File: config.mk
export PLATFORM = sky130hd
export DESIGN_NAME = two_register_cpu_step
export DESIGN_NICKNAME = d
export VERILOG_FILES = /design/src/hw/rtl/trcs_pkg.sv /design/src/hw/rtl/trcs_front.sv /design/src/hw/rtl/trcs_queue.sv /design/src/hw/rtl/trcs_back.sv /design/src/hw/rtl/two_register_cpu_step.sv
export VERILOG_INCLUDE_DIRS = /design/src /design/src/hw/rtl
export SDC_FILE = /design/constraint.sdc
export NUM_CORES = 1
export LEC_CHECK = 0
export CORE_MARGIN = 2
export CORE_UTILIZATION = 41
export DETAILED_ROUTE_END_ITERATION = 10
export DONT_BUFFER_PORTS = 1
export PLACE_DENSITY = 0.54
export SKIP_LAST_GASP = 1
export SYNTH_ARGS = -nofsm -noshare
export SYNTH_HDL_FRONTEND = slang
export SYNTH_SLANG_ARGS = --single-unit
File: constraint.sdc
create_clock -name clock -period 5.1 [get_ports clock]
set_input_delay 0.765 -clock clock [delete_from_list [all_inputs] [get_ports clock]]
set_output_delay 0.765 -clock clock [all_outputs]
set_load 0.1 [all_outputs]
File: src/hw/rtl/two_register_cpu_step_assert.svh
// Assertion macros shared by the two-register CPU step modules.
`ifndef TWO_REGISTER_CPU_STEP_ASSERT_SVH
`define TWO_REGISTER_CPU_STEP_ASSERT_SVH

// Consequent must hold in the cycle after the antecedent.
`define TRCS_ASSERT_NEXT(name, clk, rst, ante, cons) \
   name: assert property (@(posedge clk) disable iff (rst) (ante) |=> (cons)) \
      else $error("%m: check failed");

// Consequent must hold in the same cycle as the antecedent.
`define TRCS_ASSERT_NOW(name, clk, rst, ante, cons) \
   name: assert property (@(posedge clk) disable iff (rst) (ante) |-> (cons)) \
      else $error("%m: check failed");

`endif

File: src/hw/rtl/trcs_pkg.sv
// Shared types and constants of the two-register CPU step.
package trcs_pkg;

   localparam int WORD_W      = 16;
   localparam int ADDR_W      = 15;
   localparam int CTRL_W      = 6;
   localparam int QUEUE_DEPTH = 2;

   localparam int BIT_COMPUTE = 15;
   localparam int BIT_USE_MEM = 12;
   localparam int CTRL_LSB    = 6;
   localparam int DEST_LSB    = 3;
   localparam int JUMP_LSB    = 0;

   localparam int DEST_A = 2;
   localparam int DEST_D = 1;
   localparam int DEST_M = 0;

   localparam int JUMP_LT = 2;
   localparam int JUMP_EQ = 1;
   localparam int JUMP_GT = 0;

   localparam int ALU_ZX = 5;
   localparam int ALU_NX = 4;
   localparam int ALU_ZY = 3;
   localparam int ALU_NY = 2;
   localparam int ALU_F  = 1;
   localparam int ALU_NO = 0;

   typedef struct packed {
      logic                is_load;
      logic [WORD_W-1:0]   load_value;
      logic                use_mem;
      logic [CTRL_W-1:0]   alu_ctrl;
      logic [2:0]          dest;
      logic [2:0]          jump;
      logic [WORD_W-1:0]   mem_read;
   } item_type;

endpackage

File: src/hw/rtl/trcs_front.sv
// Front stage: accept a request and decode it into an execution item.
module trcs_front (
   input  logic                        clock,
   input  logic                        reset,
   input  logic                        push,
   output logic                        full,
   input  logic [trcs_pkg::WORD_W-1:0] instruction,
   input  logic [trcs_pkg::WORD_W-1:0] mem_read,
   output logic                        item_valid,
   input  logic                        item_ready,
   output trcs_pkg::item_type          item
);

   logic               valid_ff;
   logic               valid_in;
   trcs_pkg::item_type item_ff;
   trcs_pkg::item_type item_in;
   logic               take;

   assign full = valid_ff && !item_ready;
   assign take = push && !full;

   always_comb begin
      item_in            = item_ff;
      valid_in           = valid_ff && !item_ready;
      if (take) begin
         valid_in           = 1'b1;
         item_in.is_load    = !instruction[trcs_pkg::BIT_COMPUTE];
         item_in.load_value = instruction;
         item_in.use_mem    = instruction[trcs_pkg::BIT_USE_MEM];
         item_in.alu_ctrl   = instruction[trcs_pkg::CTRL_LSB +: trcs_pkg::CTRL_W];
         item_in.dest       = instruction[trcs_pkg::DEST_LSB +: 3];
         item_in.jump       = instruction[trcs_pkg::JUMP_LSB +: 3];
         item_in.mem_read   = mem_read;
      end
   end

   always_ff @(posedge clock) begin
      if (reset) begin
         valid_ff <= 1'b0;
      end else begin
         valid_ff <= valid_in;
      end
      item_ff <= item_in;
   end

   assign item_valid = valid_ff;
   assign item       = item_ff;

endmodule

File: src/hw/rtl/trcs_queue.sv
// Short queue of decoded items between the front and back stages.
`include "two_register_cpu_step_assert.svh"

module trcs_queue #(
   parameter int DEPTH = trcs_pkg::QUEUE_DEPTH
) (
   input  logic               clock,
   input  logic               reset,
   input  logic               in_valid,
   output logic               in_ready,
   input  trcs_pkg::item_type in_item,
   output logic               out_valid,
   input  logic               out_ready,
   output trcs_pkg::item_type out_item
);

   localparam int PTR_W = (DEPTH > 1) ? $clog2(DEPTH) : 1;
   localparam int CNT_W = $clog2(DEPTH + 1);

   trcs_pkg::item_type     slot_ff [DEPTH];
   logic [PTR_W-1:0]       wr_ptr_ff;
   logic [PTR_W-1:0]       wr_ptr_in;
   logic [PTR_W-1:0]       rd_ptr_ff;
   logic [PTR_W-1:0]       rd_ptr_in;
   logic [CNT_W-1:0]       count_ff;
   logic [CNT_W-1:0]       count_in;
   logic                   do_push;
   logic                   do_pop;

   assign in_ready  = count_ff != CNT_W'(DEPTH);
   assign out_valid = count_ff != '0;
   assign do_push   = in_valid && in_ready;
   assign do_pop    = out_valid && out_ready;
   assign out_item  = slot_ff[rd_ptr_ff];

   always_comb begin
      wr_ptr_in = wr_ptr_ff;
      rd_ptr_in = rd_ptr_ff;
      count_in  = count_ff;
      if (do_push) begin
         wr_ptr_in = (wr_ptr_ff == PTR_W'(DEPTH - 1)) ? '0 : wr_ptr_ff + PTR_W'(1);
      end
      if (do_pop) begin
         rd_ptr_in = (rd_ptr_ff == PTR_W'(DEPTH - 1)) ? '0 : rd_ptr_ff + PTR_W'(1);
      end
      if (do_push && !do_pop) begin
         count_in = count_ff + CNT_W'(1);
      end else if (do_pop && !do_push) begin
         count_in = count_ff - CNT_W'(1);
      end
   end

   always_ff @(posedge clock) begin
      if (reset) begin
         wr_ptr_ff <= '0;
         rd_ptr_ff <= '0;
         count_ff  <= '0;
      end else begin
         wr_ptr_ff <= wr_ptr_in;
         rd_ptr_ff <= rd_ptr_in;
         count_ff  <= count_in;
      end
      if (do_push) begin
         slot_ff[wr_ptr_ff] <= in_item;
      end
   end

   `TRCS_ASSERT_NOW(a_count_bound, clock, reset, 1'b1, count_ff <= CNT_W'(DEPTH))
   `TRCS_ASSERT_NEXT(a_push_only_grows, clock, reset, do_push && !do_pop, count_ff == $past(count_ff) + CNT_W'(1))

endmodule

File: src/hw/rtl/trcs_back.sv
// Back stage: execute items against the A, D and PC registers.
`include "two_register_cpu_step_assert.svh"

module trcs_back (
   input  logic                        clock,
   input  logic                        reset,
   input  logic                        item_valid,
   output logic                        item_ready,
   input  trcs_pkg::item_type          item,
   output logic                        empty,
   input  logic                        pop,
   output logic                        write_mem,
   output logic [trcs_pkg::ADDR_W-1:0] mem_address,
   output logic [trcs_pkg::WORD_W-1:0] mem_value,
   output logic [trcs_pkg::ADDR_W-1:0] next_pc
);

   localparam int W = trcs_pkg::WORD_W;
   localparam int P = trcs_pkg::ADDR_W;

   logic [W-1:0] a_ff, a_in;
   logic [W-1:0] d_ff, d_in;
   logic [P-1:0] pc_ff, pc_in;
   logic         out_valid_ff, out_valid_in;
   logic         out_wr_ff, out_wr_in;
   logic [P-1:0] out_addr_ff, out_addr_in;
   logic [W-1:0] out_value_ff, out_value_in;
   logic [P-1:0] out_pc_ff, out_pc_in;

   logic         fire;
   logic         take;
   logic [W-1:0] x0, x1, y0, y1, r0, result;
   logic         neg, zero, pos;
   logic [P-1:0] pc_step;

   assign item_ready = !out_valid_ff || pop;
   assign fire       = item_valid && item_ready;
   assign pc_step    = pc_ff + P'(1);

   always_comb begin
      x0 = item.alu_ctrl[trcs_pkg::ALU_ZX] ? '0 : d_ff;
      x1 = item.alu_ctrl[trcs_pkg::ALU_NX] ? ~x0 : x0;
      y0 = item.use_mem ? item.mem_read : a_ff;
      y0 = item.alu_ctrl[trcs_pkg::ALU_ZY] ? '0 : y0;
      y1 = item.alu_ctrl[trcs_pkg::ALU_NY] ? ~y0 : y0;
      r0 = item.alu_ctrl[trcs_pkg::ALU_F] ? x1 + y1 : x1 & y1;
      result = item.alu_ctrl[trcs_pkg::ALU_NO] ? ~r0 : r0;
      neg  = result[W-1];
      zero = result == '0;
      pos  = !neg && !zero;
      take = (item.jump[trcs_pkg::JUMP_LT] && neg) ||
             (item.jump[trcs_pkg::JUMP_EQ] && zero) ||
             (item.jump[trcs_pkg::JUMP_GT] && pos);
   end

   always_comb begin
      a_in         = a_ff;
      d_in         = d_ff;
      pc_in        = pc_ff;
      out_valid_in = out_valid_ff && !pop;
      out_wr_in    = out_wr_ff;
      out_addr_in  = out_addr_ff;
      out_value_in = out_value_ff;
      out_pc_in    = out_pc_ff;
      if (fire) begin
         if (item.is_load) begin
            a_in         = item.load_value;
            out_wr_in    = 1'b0;
            out_value_in = '0;
            pc_in        = pc_step;
         end else begin
            if (item.dest[trcs_pkg::DEST_A]) begin
               a_in = result;
            end
            if (item.dest[trcs_pkg::DEST_D]) begin
               d_in = result;
            end
            out_wr_in    = item.dest[trcs_pkg::DEST_M];
            out_value_in = result;
            pc_in        = take ? a_in[P-1:0] : pc_step;
         end
         out_valid_in = 1'b1;
         out_addr_in  = a_in[P-1:0];
         out_pc_in    = pc_in;
      end
   end

   always_ff @(posedge clock) begin
      if (reset) begin
         a_ff         <= '0;
         d_ff         <= '0;
         pc_ff        <= '0;
         out_valid_ff <= 1'b0;
      end else begin
         a_ff         <= a_in;
         d_ff         <= d_in;
         pc_ff        <= pc_in;
         out_valid_ff <= out_valid_in;
      end
      out_wr_ff    <= out_wr_in;
      out_addr_ff  <= out_addr_in;
      out_value_ff <= out_value_in;
      out_pc_ff    <= out_pc_in;
   end

   assign empty       = !out_valid_ff;
   assign write_mem   = out_wr_ff;
   assign mem_address = out_addr_ff;
   assign mem_value   = out_value_ff;
   assign next_pc     = out_pc_ff;

   `TRCS_ASSERT_NEXT(a_load_quiet, clock, reset, fire && item.is_load, !out_wr_ff && out_value_ff == '0)
   `TRCS_ASSERT_NEXT(a_pc_advance, clock, reset, fire && (item.is_load || !take), pc_ff == $past(pc_ff) + P'(1))
   `TRCS_ASSERT_NEXT(a_pc_reported, clock, reset, fire, out_pc_ff == pc_ff && out_addr_ff == a_ff[P-1:0])

endmodule

File: src/hw/rtl/two_register_cpu_step.sv
// Top level of the two-register CPU step: front decode, item queue, back execution.
//
// Requests carry one 16-bit instruction and the data word read at the address in A.
// A request is taken on a clock edge with req_push high and req_full low.
// Each request yields exactly one result: write_mem, mem_address, mem_value, next_pc.
// The oldest result sits on the rsp_ ports while rsp_empty is low and leaves on a
// clock edge with rsp_pop high.
// A request passes the decode register and the item queue before the execution
// register loads its result. Throughput: one request per cycle while req_full is low;
// the execution register, which holds A, D and the program counter, retires one
// instruction per clock while rsp_pop is high.
// When rsp_pop stays low the result holds, the back stage stops, the item queue
// fills, and req_full rises once the decode register can no longer drain.
// Synchronous reset clears A, D and the program counter to zero and empties all
// stages; requests are accepted from the first cycle after reset.
module two_register_cpu_step #(
   parameter int QUEUE_DEPTH = trcs_pkg::QUEUE_DEPTH
) (
   input  logic                               clock,
   input  logic                               reset,
   input  logic                               req_push,
   output logic                               req_full,
   input  logic [trcs_pkg::WORD_W-1:0]        req_instruction,
   input  logic signed [trcs_pkg::WORD_W-1:0] req_mem_read,
   output logic                               rsp_empty,
   input  logic                               rsp_pop,
   output logic                               rsp_write_mem,
   output logic [trcs_pkg::ADDR_W-1:0]        rsp_mem_address,
   output logic signed [trcs_pkg::WORD_W-1:0] rsp_mem_value,
   output logic [trcs_pkg::ADDR_W-1:0]        rsp_next_pc
);

   logic                        front_valid;
   logic                        front_ready;
   trcs_pkg::item_type          front_item;
   logic                        queue_valid;
   logic                        queue_ready;
   trcs_pkg::item_type          queue_item;
   logic [trcs_pkg::WORD_W-1:0] mem_value_raw;

   trcs_front u_front (
      .clock       (clock),
      .reset       (reset),
      .push        (req_push),
      .full        (req_full),
      .instruction (req_instruction),
      .mem_read    ($unsigned(req_mem_read)),
      .item_valid  (front_valid),
      .item_ready  (front_ready),
      .item        (front_item)
   );

   trcs_queue #(
      .DEPTH (QUEUE_DEPTH)
   ) u_queue (
      .clock     (clock),
      .reset     (reset),
      .in_valid  (front_valid),
      .in_ready  (front_ready),
      .in_item   (front_item),
      .out_valid (queue_valid),
      .out_ready (queue_ready),
      .out_item  (queue_item)
   );

   trcs_back u_back (
      .clock       (clock),
      .reset       (reset),
      .item_valid  (queue_valid),
      .item_ready  (queue_ready),
      .item        (queue_item),
      .empty       (rsp_empty),
      .pop         (rsp_pop),
      .write_mem   (rsp_write_mem),
      .mem_address (rsp_mem_address),
      .mem_value   (mem_value_raw),
      .next_pc     (rsp_next_pc)
   );

   assign rsp_mem_value = $signed(mem_value_raw);

endmodule

# Word-level counts from Yosys, hierarchy flattened
# Memories as Yosys holds them, arrays and structs flattened. A register that Yosys moved wholly into a read port is not among the register bits.
# Cells that the tools add are included.
# totals
register_bits	146
ram_bits	92
input_bits	36
output_inout_bits	49
wordCells	83
mem_count	1
# mem_list
name	depth	word_bits	rd	rd_ports_with_merged_regs	wr	line_no	rtl
u_queue.slot_ff	2	46	1	1	1	trcs_queue.sv:20	trcs_pkg::item_type slot_ff [DEPTH];
# classes
addsub	6
eq_ne	1
n_mux	21
bitwise	5
reduce_logical	29
# ops
operator	count
2-to-1 mux 16 bit	9
NOT 16 bit	3
2-to-1 mux 15 bit	2
adder 16 bit	1
AND 16 bit	1
logical NOT 16 bit	1
adder 15 x 1 -> 15 bit, second input constant	1
logical AND 1 bit	11
logical NOT 1 bit	9
2-to-1 mux 1 bit	8
nonzero test 2 bit	3
2-to-1 mux 2 bit	2
logical OR 1 bit	3
AND reduction 3 bit	1
adder 1 bit, second input constant	2
adder 2 x 1 -> 2 bit, second input constant	1
inequality test 2 bit, second input constant	1
AND reduction 2 bit	1
subtractor 2 x 1 -> 2 bit, second input constant	1
NOT 1 bit	1

# Depth between registers and ports, before layout
# Gate-level depths: netlist of run 1.
# logic_depth
word_depth	15
mapped_depth	20
ltp_nobuf	16

# Cells and area by module
# From an unflattened synthesis of run 1, not the netlist that was laid out.
# hier_totals
hier_cells	955
hier_area_um2	11282.1
# modules_own_cells
mod	instances	cells_each	area_per_inst_um2	seq_area_each_um2
trcs_back	1	737	6601.3	2372.3
trcs_queue	1	167	3538.4	2862.7
trcs_front	1	51	1142.3	1011.0

# Worst setup path after synthesis of run 1
# OpenSTA, ideal clock, no wires.
# synth_timing
path_kind	flip-flop to flip-flop
from	register with a tool-made name
to	register u_back.out_pc_ff[12], in the netlist u_back.next_pc[12], data pin
setup_time_ps	264
arrival_time_ps	5285
required_time_ps	4836
slack_ps	-450
stages_incl_launch_ff	18
n_path_buf	5
period_less_slack_ps	5550
path_cell_list	dfxtp_1 -> buf_6 -> clkbuf_1 -> mux2i_1 -> clkbuf_1 -> xnor2_1 -> fa_1 -> a211oi_4 -> o31ai_4 -> a2111oi_4 -> nor3_1 -> nor4_4 -> nand4_1 -> or4b_4 -> nand4_4 -> buf_8 -> buf_2 -> a31oi_1
# synth_lines
item	line_no	rtl
to (signal assigned)	trcs_back.sv:103	out_pc_ff <= out_pc_in;
to (decl)	trcs_back.sv:28	logic [P-1:0] out_pc_ff, out_pc_in;

==> results.tsv, run 1 <==
metric	value	unit
outcome	completed	
Rows	56	
clk sinks	200	
Die Wd	159	um
Post-synth EDFFs	146	
GRT overflow	0	
slowest CP cell	or4b_4	
H-tree depth	4	
reg2reg path depth	16	
Hold Path Depth	1	
Post-Synthesis Cell Area	0.00979	mm^2
Reg2Reg Setup Slack	270	ps
Worst-Skew Late Latency	440	ps
Routed WL	24000	um
Clock Skew	12.2	ps
synth warn	0	
CTS Buffer Depth	2	
final hold vios	0	
CTS tree	yes	
Layout area overhead	13.3	%
Starting Density	41.7	%
#FFs+latches synth	200	
Post-Route Utilization	47.3	%
TNS Setup	0	ps
Initial DRT Pass Iterations	5	
first-pass GRT wire length	36700	um
critical path's top delay family	compound AO/OA/AOI/OAI gates	
max_slew headroom	33.1	%
Synth Area per Inst	11.1	um^2
# DRC	0	
Placed Area	0.0104	mm^2
Tmin final	4830	ps
largest net degree at the start of global routing	46	
Hold WC Path Type	input pin to flip-flop	
design area	0.0111	mm^2
slowest stage delay, CP	500	ps
final setup fails	0	
Slew @ Worst Pin	1010	ps
Routed Antenna Nets	0	
Reg-to-Reg End	u_back.pc_ff[12]	
Layout Nets	957	
CP most frequent cell	mux2_2	
Syn Nets	934	
Crit Path Max Fanout	16	
footprint of the multi-input gates	0.00413	mm^2
Cells after Synth	879	
WL per Instance	19.5	um
Seq/Total Area, Yosys	55.8	%
clk slew on worst S/H paths	80	ps
fill cell count	2144	
period utilisation layout	94.6	%
Ports	85	
HPWL after detailed placement	17100	um
hold path start	reset	
Worst Setup Start Kind	flip-flop	
most used flip-flop cell after synthesis	edfxtp_1	
IO Port Bufs	0	
Req. time, crit path	5450	ps
endpoint class of the critical path	flip-flop	
Async SR Flop Fraction	0	%
placer congestion estimate	0.872	
die area	0.0251	mm^2
Antenna Cells	0	
Vias	6733	
WHS Endpoint	u_back.pc_ff[0]	
number of cells on the critical path	16	
fmax	0.207	GHz
vias in the first global route	6439	
Worst Path Buf+Inv	2	
CP Cell Sequence	mux2_2 > buf_4 > a211oi_1 > xnor2_1 > ha_1 > a21o_1 > a221o_1 > a221oi_2 > a21oi_1 > o31a_1 > and4bb_1 > or4b_4 > nand4_4 > buf_12 > mux2_2 > o22ai_1	
RSZ-0062 raised after global routing	no	
Critical Path AT	5180	ps
Slew Viols, Final	0	
Die Y	159	um
crit path kind	flip-flop to flip-flop	
Cell variety after synth	74	
gr usage total	19.7	%
register area	0.00547	mm^2
Iter 0 DRT Violations	519	
core area	0.0235	mm^2
Post-CTS Hold Buffers	0	
share of layout cells above drive strength 1	13.6	%
initial antenna violation count	0	
Max-Cap Viols	0	
via/cell ratio	5.46	
root buf cell	clkbuf_16	
CTS buffer count	17	
-- cells in the mapped netlist, drive strengths merged, types with 6 or more instances --
master	n	area, um^2
o22ai	10	62.6
buf	15	97.6
clkbuf	31	116
nor3	13	65.1
ha	18	225
a21oi	56	280
o21ai	31	155
and3	12	75.1
a21o	9	67.6
nor2b	6	37.5
and2	6	40.0
nand3	23	115
a211oi	37	295
inv	13	48.8
mux2	11	128
mux2i	50	504
xor2	28	245
nand2	82	310
edfxtp	146	4380
nor2	110	413
dfxtp	54	1080
xnor2	31	272
or3	13	81.3
o211ai	8	60.1
-- cell usage in the layout, fill, tap and decap left out, types with 23 or more instances in the layout --
cell type,netlist,final
xor2_1,28,28
xnor2_1,31,31
dfxtp_1,54,53
buf_4,2,43
a21oi_1,56,56
nand2_1,81,81
mux2i_1,49,44
nand3_1,23,23
edfxtp_1,146,146
o21ai_0,24,23
nor2_1,110,108
a211oi_1,35,34
-- registers in the layout, indices dropped and copies added (netlist names), named ones only --
register,flops
u_back.write_mem,1
u_front.item,33
u_back.out_valid_ff,1
u_back.d_ff,16
u_front.item_valid,1
u_queue.rd_ptr_ff,1
u_queue.count_ff,2
u_back.pc_ff,15
u_back.next_pc,15
u_back.mem_value,16
u_back.mem_address,15
u_queue.slot_ff,66
u_back.a_ff,16
u_queue.wr_ptr_ff,1
-- layout make-up --
| cell class | instances | share of cell area (%) |
|---|---|---|
| Clock buffer | 17 | 3.83 |
| Clock inverter | 15 | 1.43 |
| Inverter | 13 | 0.440 |
| Multi-Input combinational cell | 620 | 37.3 |
| Sequential cell | 200 | 49.3 |
| Tap cell | 319 | 3.60 |
| Timing Repair Buffer | 50 | 4.14 |
-- per-stage QoR --
step           worst slack [ps]  hold slack, ps  instances
3_5_place_dp                245             429       1199
2_1_floorplan              22.0             421        879
5_1_grt                    10.7             382       1234
4_1_cts                     227             372       1231
6_report                    273             398       1234
3_3_place_gp                285             425       1199
-- how the worst max path moves through the flow --
stage | slack [ps] | to | from
finish | 270 | u_back.pc_ff[12] | flip-flop
global route | 10 | u_back.pc_ff[12] | flip-flop
CTS | 230 | u_back.pc_ff[12] | flip-flop
detailed placement | 250 | u_back.pc_ff[12] | flip-flop
global placement | 280 | u_back.pc_ff[12] | flip-flop
floorplan | 20 | u_back.next_pc[12] | flip-flop
-- metal layers --
metal  GRT usage (%)  vias up  part of all wire, %
li1                -     3277                    -
met1            27.9     3236                   48
met2            30.8      200                   46
met3            3.95       20                  4.8
met4            5.11        0                  1.3
met5               0        -                    0
-- worst reg2reg max path, stage by stage, from the launching register on --
cell	delay [ps]
dfxtp_4	410
mux2_2	410
buf_4	200
a211oi_1	230
xnor2_1	110
ha_1	380
a21o_1	250
a221o_1	390
a221oi_2	300
a21oi_1	140
o31a_1	350
and4bb_1	260
or4b_4	500
nand4_4	200
buf_12	180
mux2_2	330
o22ai_1	110
-- timing repair --
action,CTS,global route
gates resized for setup,0,7
endpoints found under the setup margin,0,6
buffers inserted,0,2
-- cell families after synthesis --
kind of cell,Yosys count,share of synthesized area [%]
simple gates,292,14.0
flops,200,55.8
compound gates,189,13.2
mux,61,6.45
xor+xnor,59,5.28
buf+inv,59,2.68
fa+ha+maj,19,2.51
Power of run 1 is left out: the tool's default activity adds up to more than one toggle a clock period on the data nets, which glitch-free logic cannot reach.
==> run 2, diff against run 1 <==
--- a/config.mk
+++ b/config.mk
@@ -6,8 +6,10 @@
 export SDC_FILE = /design/constraint.sdc
 export NUM_CORES = 1
 export LEC_CHECK = 0
+export ABC_AREA = 1
 export CORE_MARGIN = 2
 export CORE_UTILIZATION = 41
+export CTS_CLUSTER_DIAMETER = 80
 export DETAILED_ROUTE_END_ITERATION = 10
 export DONT_BUFFER_PORTS = 1
 export PLACE_DENSITY = 0.54
==> results.tsv, run 2 <==
metric	value	unit
outcome	completed	
#FFs+latches synth	200	
dpl cells	1399	
initial antenna violation count	0	
Tmin final	4240	ps
via/cell ratio	4.97	
Routed WL	24000	um
max reg flops	66	
Post-synth EDFFs	146	
Layout Nets	1154	
GRT overflow	0	
top post-synthesis cells by area	edfxtp_1 (45%), nand2_1 (12%), dfxtp_1 (11%)	
CTS Buffer Depth	2	
Worst Setup Start Kind	flip-flop	
H-tree depth	4	
CP most frequent cell	nand2_1	
fmax	0.236	GHz
Reg2Reg Setup Slack	860	ps
most common cell after layout, fill and taps aside	nand2_1	
period utilisation layout	83.2	%
HPWL after detailed placement	17000	um
Slew @ Worst Pin	981	ps
Antenna Cells	0	
Commonest cells post-synth	nand2_1 (317), edfxtp_1 (146), inv_1 (121)	
Syn Nets	1158	
TNS Setup	0	ps
Post-Synthesis Cell Area	0.00983	mm^2
leading cell type by number of instances after synthesis	nand2_1	
synth warn	0	
most frequent cells in the layout	nand2_1 (317), edfxtp_1 (146), inv_1 (121)	
# DRC	0	
Max-Cap Viols	0	
Clock Skew	19.7	ps
WHS Endpoint	u_back.out_valid_ff	
clk slew on worst S/H paths	70	ps
vias in the first global route	6606	
Layout area overhead	9.89	%
Req. time, crit path	5430	ps
Async SR Flop Fraction	0	%
Hold WC Path Type	input pin to flip-flop	
hold path start	reset	
Slew Viols, Final	0	
slowest CP cell	ha_1	
CTS tree	yes	
post-cts sizing count	0	
largest net degree at the start of global routing	83	
CTS buffer count	17	
core area	0.0235	mm^2
Cell variety after synth	37	
endpoint class of the critical path	flip-flop	
slowest stage delay, CP	370	ps
gr usage total	19.5	%
max_slew headroom	34.7	%
Post-Route Utilization	46.0	%
Worst-Skew Late Latency	430	ps
most used flip-flop cell after synthesis	edfxtp_1	
Initial DRT Pass Iterations	5	
Setup Buffers After CTS	0	
Crit Path Max Fanout	32	
crit path kind	flip-flop to flip-flop	
final hold vios	0	
Iter 0 DRT Violations	476	
placer congestion estimate	0.907	
Critical Path AT	4580	ps
Cells after Synth	1103	
share of layout cells above drive strength 1	6.92	%
WL per Instance	16.8	um
Die Y	159	um
Starting Density	41.9	%
Seq/Total Area, Yosys	55.6	%
register name with the most flops	u_queue.slot_ff	
Routed Antenna Nets	0	
IO Port Bufs	0	
RSZ-0062 raised after global routing	no	
cell taking the most area after synthesis	edfxtp_1	
Synth top area share	44.6	%
Rows	56	
Post-CTS Hold Buffers	0	
Synth Area per Inst	8.91	um^2
Ports	85	
reg2reg path depth	27	
Vias	7116	
first-pass GRT wire length	38200	um
die area	0.0252	mm^2
Hold Path Depth	1	
clk sinks	200	
final non-filler cell total	1431	
Reg-to-Reg End	u_back.pc_ff[12]	
final setup fails	0	
Die Wd	159	um
root buf cell	clkbuf_16	
[run 2: final cells by class]
class / count / area [um^2]
well taps: 319 / 399
repair buffers: 20 / 180
clock inverters: 13 / 144
multi-input cells: 735 / 3700
flip-flops and latches: 200 / 5470
inverters: 125 / 472
clock buffers: 19 / 433
fillers: 2275 / 12700
[run 2: worst max-delay path, delay by kind of cell (launching register included)]
family	cells	cell delay (ps)
buf+inv	5	520
fa+ha+maj	1	370
simple gates	18	2300
xor+xnor	1	300
compound gates	2	310
flops	1	340
[run 2: cells by family after synthesis]
group	after synthesis	share of synthesized area [%]
AOI/OAI and AO/OA	119	6.85
xor gates and xnor gates	45	4.01
adders and majority gates	19	2.50
buffers and inverters	168	6.89
DFF	200	55.6
muxes	6	0.611
and+or+nand+nor	546	23.5
[run 2: worst max path at each step]
stage                          from                 to  slack, ps  cells after the start
after floorplan           flip-flop  u_back.next_pc[3]       1000                     25
after global placement    flip-flop   u_back.pc_ff[14]        930                     27
after detailed placement  flip-flop   u_back.pc_ff[11]        900                     27
after CTS                 flip-flop   u_back.pc_ff[11]        890                     27
after global routing      flip-flop   u_back.pc_ff[11]        400                     26
final                     flip-flop   u_back.pc_ff[12]        860                     27
[run 2: per-stage QoR]
step                setup WS (ps)  instance area [um^2]  hold WS, ps
floorplan                     995                  9830          421
global placement              933                 10200          425
detailed placement            902                 10200          431
CTS                           894                 10800          387
global route                  404                 10800          383
finish                        857                 10800          401
[run 2: routing by layer]
metal | share of wire, % | GRT usage, % | up-vias | routed length, um
met5 | 0 | 0 | - | 0
met2 | 45 | 29.6 | 172 | 10800
met3 | 4.8 | 4.18 | 17 | 1150
met4 | 1.2 | 4.46 | 0 | 280
met1 | 49 | 28.6 | 3302 | 11700
li1 | - | - | 3625 | -
Power of run 2 is left out for the same reason.
==> run 3, diff against run 2 <==
--- a/config.mk
+++ b/config.mk
@@ -12,7 +12,7 @@
 export CTS_CLUSTER_DIAMETER = 80
 export DETAILED_ROUTE_END_ITERATION = 10
 export DONT_BUFFER_PORTS = 1
-export PLACE_DENSITY = 0.54
+export PLACE_DENSITY = 0.52
 export SKIP_LAST_GASP = 1
 export SYNTH_ARGS = -nofsm -noshare
 export SYNTH_HDL_FRONTEND = slang
==> constraint.sdc (replaced) <==
create_clock -name clock -period 4.2 [get_ports clock]
set_input_delay 0.63 -clock clock [delete_from_list [all_inputs] [get_ports clock]]
set_output_delay 0.63 -clock clock [all_outputs]
set_load 0.1 [all_outputs]
==> results.tsv, run 3 (same netlist as run 2, synthesis figures left out) <==
metric	value	unit
Max-Cap Viols	0	
footprint of the multi-input gates	0.00389	mm^2
Worst Setup Start Kind	flip-flop	
share of layout cells above drive strength 1	13.1	%
max_slew headroom	33.9	%
first-pass GRT wire length	38600	um
gr usage total	19.7	%
Die Y	159	um
largest net degree at the start of global routing	44	
Worst Path Buf+Inv	8	
RSZ-0062 raised after global routing	no	
critical path's top delay family	simple AND/OR/NAND/NOR gates	
fmax	0.257	GHz
Post-Route Utilization	48.4	%
endpoint class of the critical path	flip-flop	
Worst-Skew Late Latency	430	ps
final worst slack	304	ps
Slew Viols, Final	0	
CTS tree	yes	
Rows	56	
Req. time, crit path	4580	ps
Vias	7323	
most frequent cells in the layout	nand2_1 (305), edfxtp_1 (146), inv_1 (121)	
Iter 0 DRT Violations	493	
Starting Density	41.9	%
clk sinks	200	
Routed WL	24900	um
Initial DRT Pass Iterations	5	
Hold WC Path Type	input pin to flip-flop	
root buf cell	clkbuf_16	
dpl ws	98.7	ps
IO Port Bufs	0	
Routed Antenna Nets	0	
register name with the most flops	u_queue.slot_ff	
HPWL after detailed placement	17600	um
initial antenna violation count	0	
H-tree depth	4	
CTS Buffer Depth	2	
max reg flops	66	
via/cell ratio	5.02	
slowest CP cell	ha_2	
Layout Nets	1181	
clk slew on worst S/H paths	80	ps
Layout area overhead	15.7	%
GRT overflow	0	
# DRC	0	
crit path kind	flip-flop to flip-flop	
Critical Path AT	4280	ps
period utilisation layout	92.8	%
most common cell after layout, fill and taps aside	nand2_1	
die area	0.0252	mm^2
vias in the first global route	6901	
Ports	85	
CP most frequent cell	nand2_1	
Die Wd	159	um
slowest stage delay, CP	400	ps
WL per Instance	17.1	um
core area	0.0235	mm^2
register area	0.00547	mm^2
placer congestion estimate	0.920	
Tmin final	3900	ps
outcome	completed	
fill cell count	2220	
Crit Path Max Fanout	15	
CTS buffer count	17	
Clock Skew	11.0	ps
final hold vios	0	
TNS Setup	0	ps
Slew @ Worst Pin	994	ps
Antenna Cells	0	
final setup fails	0	
-- run 3: changes by cell type in the layout (fill, tap and decap cells not counted), sizes merged --
cell / delta
clkinv: -2
buf: +25
inv: +2
bufinv: +1
clkinvlp: +1
-- run 3: per-layer routing --
| layer | wire length [um] | vias up | track usage (%) |
|---|---|---|---|
| li1 | - | 3679 | - |
| met1 | 11600 | 3405 | 27.0 |
| met2 | 11500 | 209 | 31.8 |
| met3 | 1200 | 30 | 3.71 |
| met4 | 561 | 0 | 5.92 |
| met5 | 0 | - | 0 |
-- run 3: worst paths after layout --
check,startpoint,cells after the start,end,slack [ps]
worst min register to register,u_front.item[19],0,u_queue.slot_ff[1][32],440
worst min-delay path,reset,1,u_back.out_valid_ff,260
worst max register to register,flip-flop,26,u_back.pc_ff[5],300
worst max-delay path,flip-flop,26,u_back.pc_ff[5],300
-- run 3: stage by stage --
stage / cell area [um^2] / std cells / hold slack, ps
after floorplan: 9830 / 1103 / 421
after global placement: 10400 / 1418 / 426
after detailed placement: 10400 / 1418 / 432
after CTS: 11100 / 1450 / 245
after global routing: 11400 / 1458 / 247
final: 11400 / 1458 / 259
-- run 3: what timing repair did --
action,4_1_cts,5_1_grt
endpoints found under the setup margin,0,32
buffers inserted,0,6
hold buffers,0,0
gates resized for setup,0,52
hold endpoints to repair,0,0
-- run 3: cell type report --
class                           count  area share [%]
Timing Repair Buffer               47            4.47
Sequential cell                   200            48.1
Inverter                          125            4.15
Tap cell                          319            3.51
Clock buffer                       17            3.74
Clock inverter                     15            1.79
Multi-Input combinational cell    735            34.2
Power of run 3 is left out for the same reason.
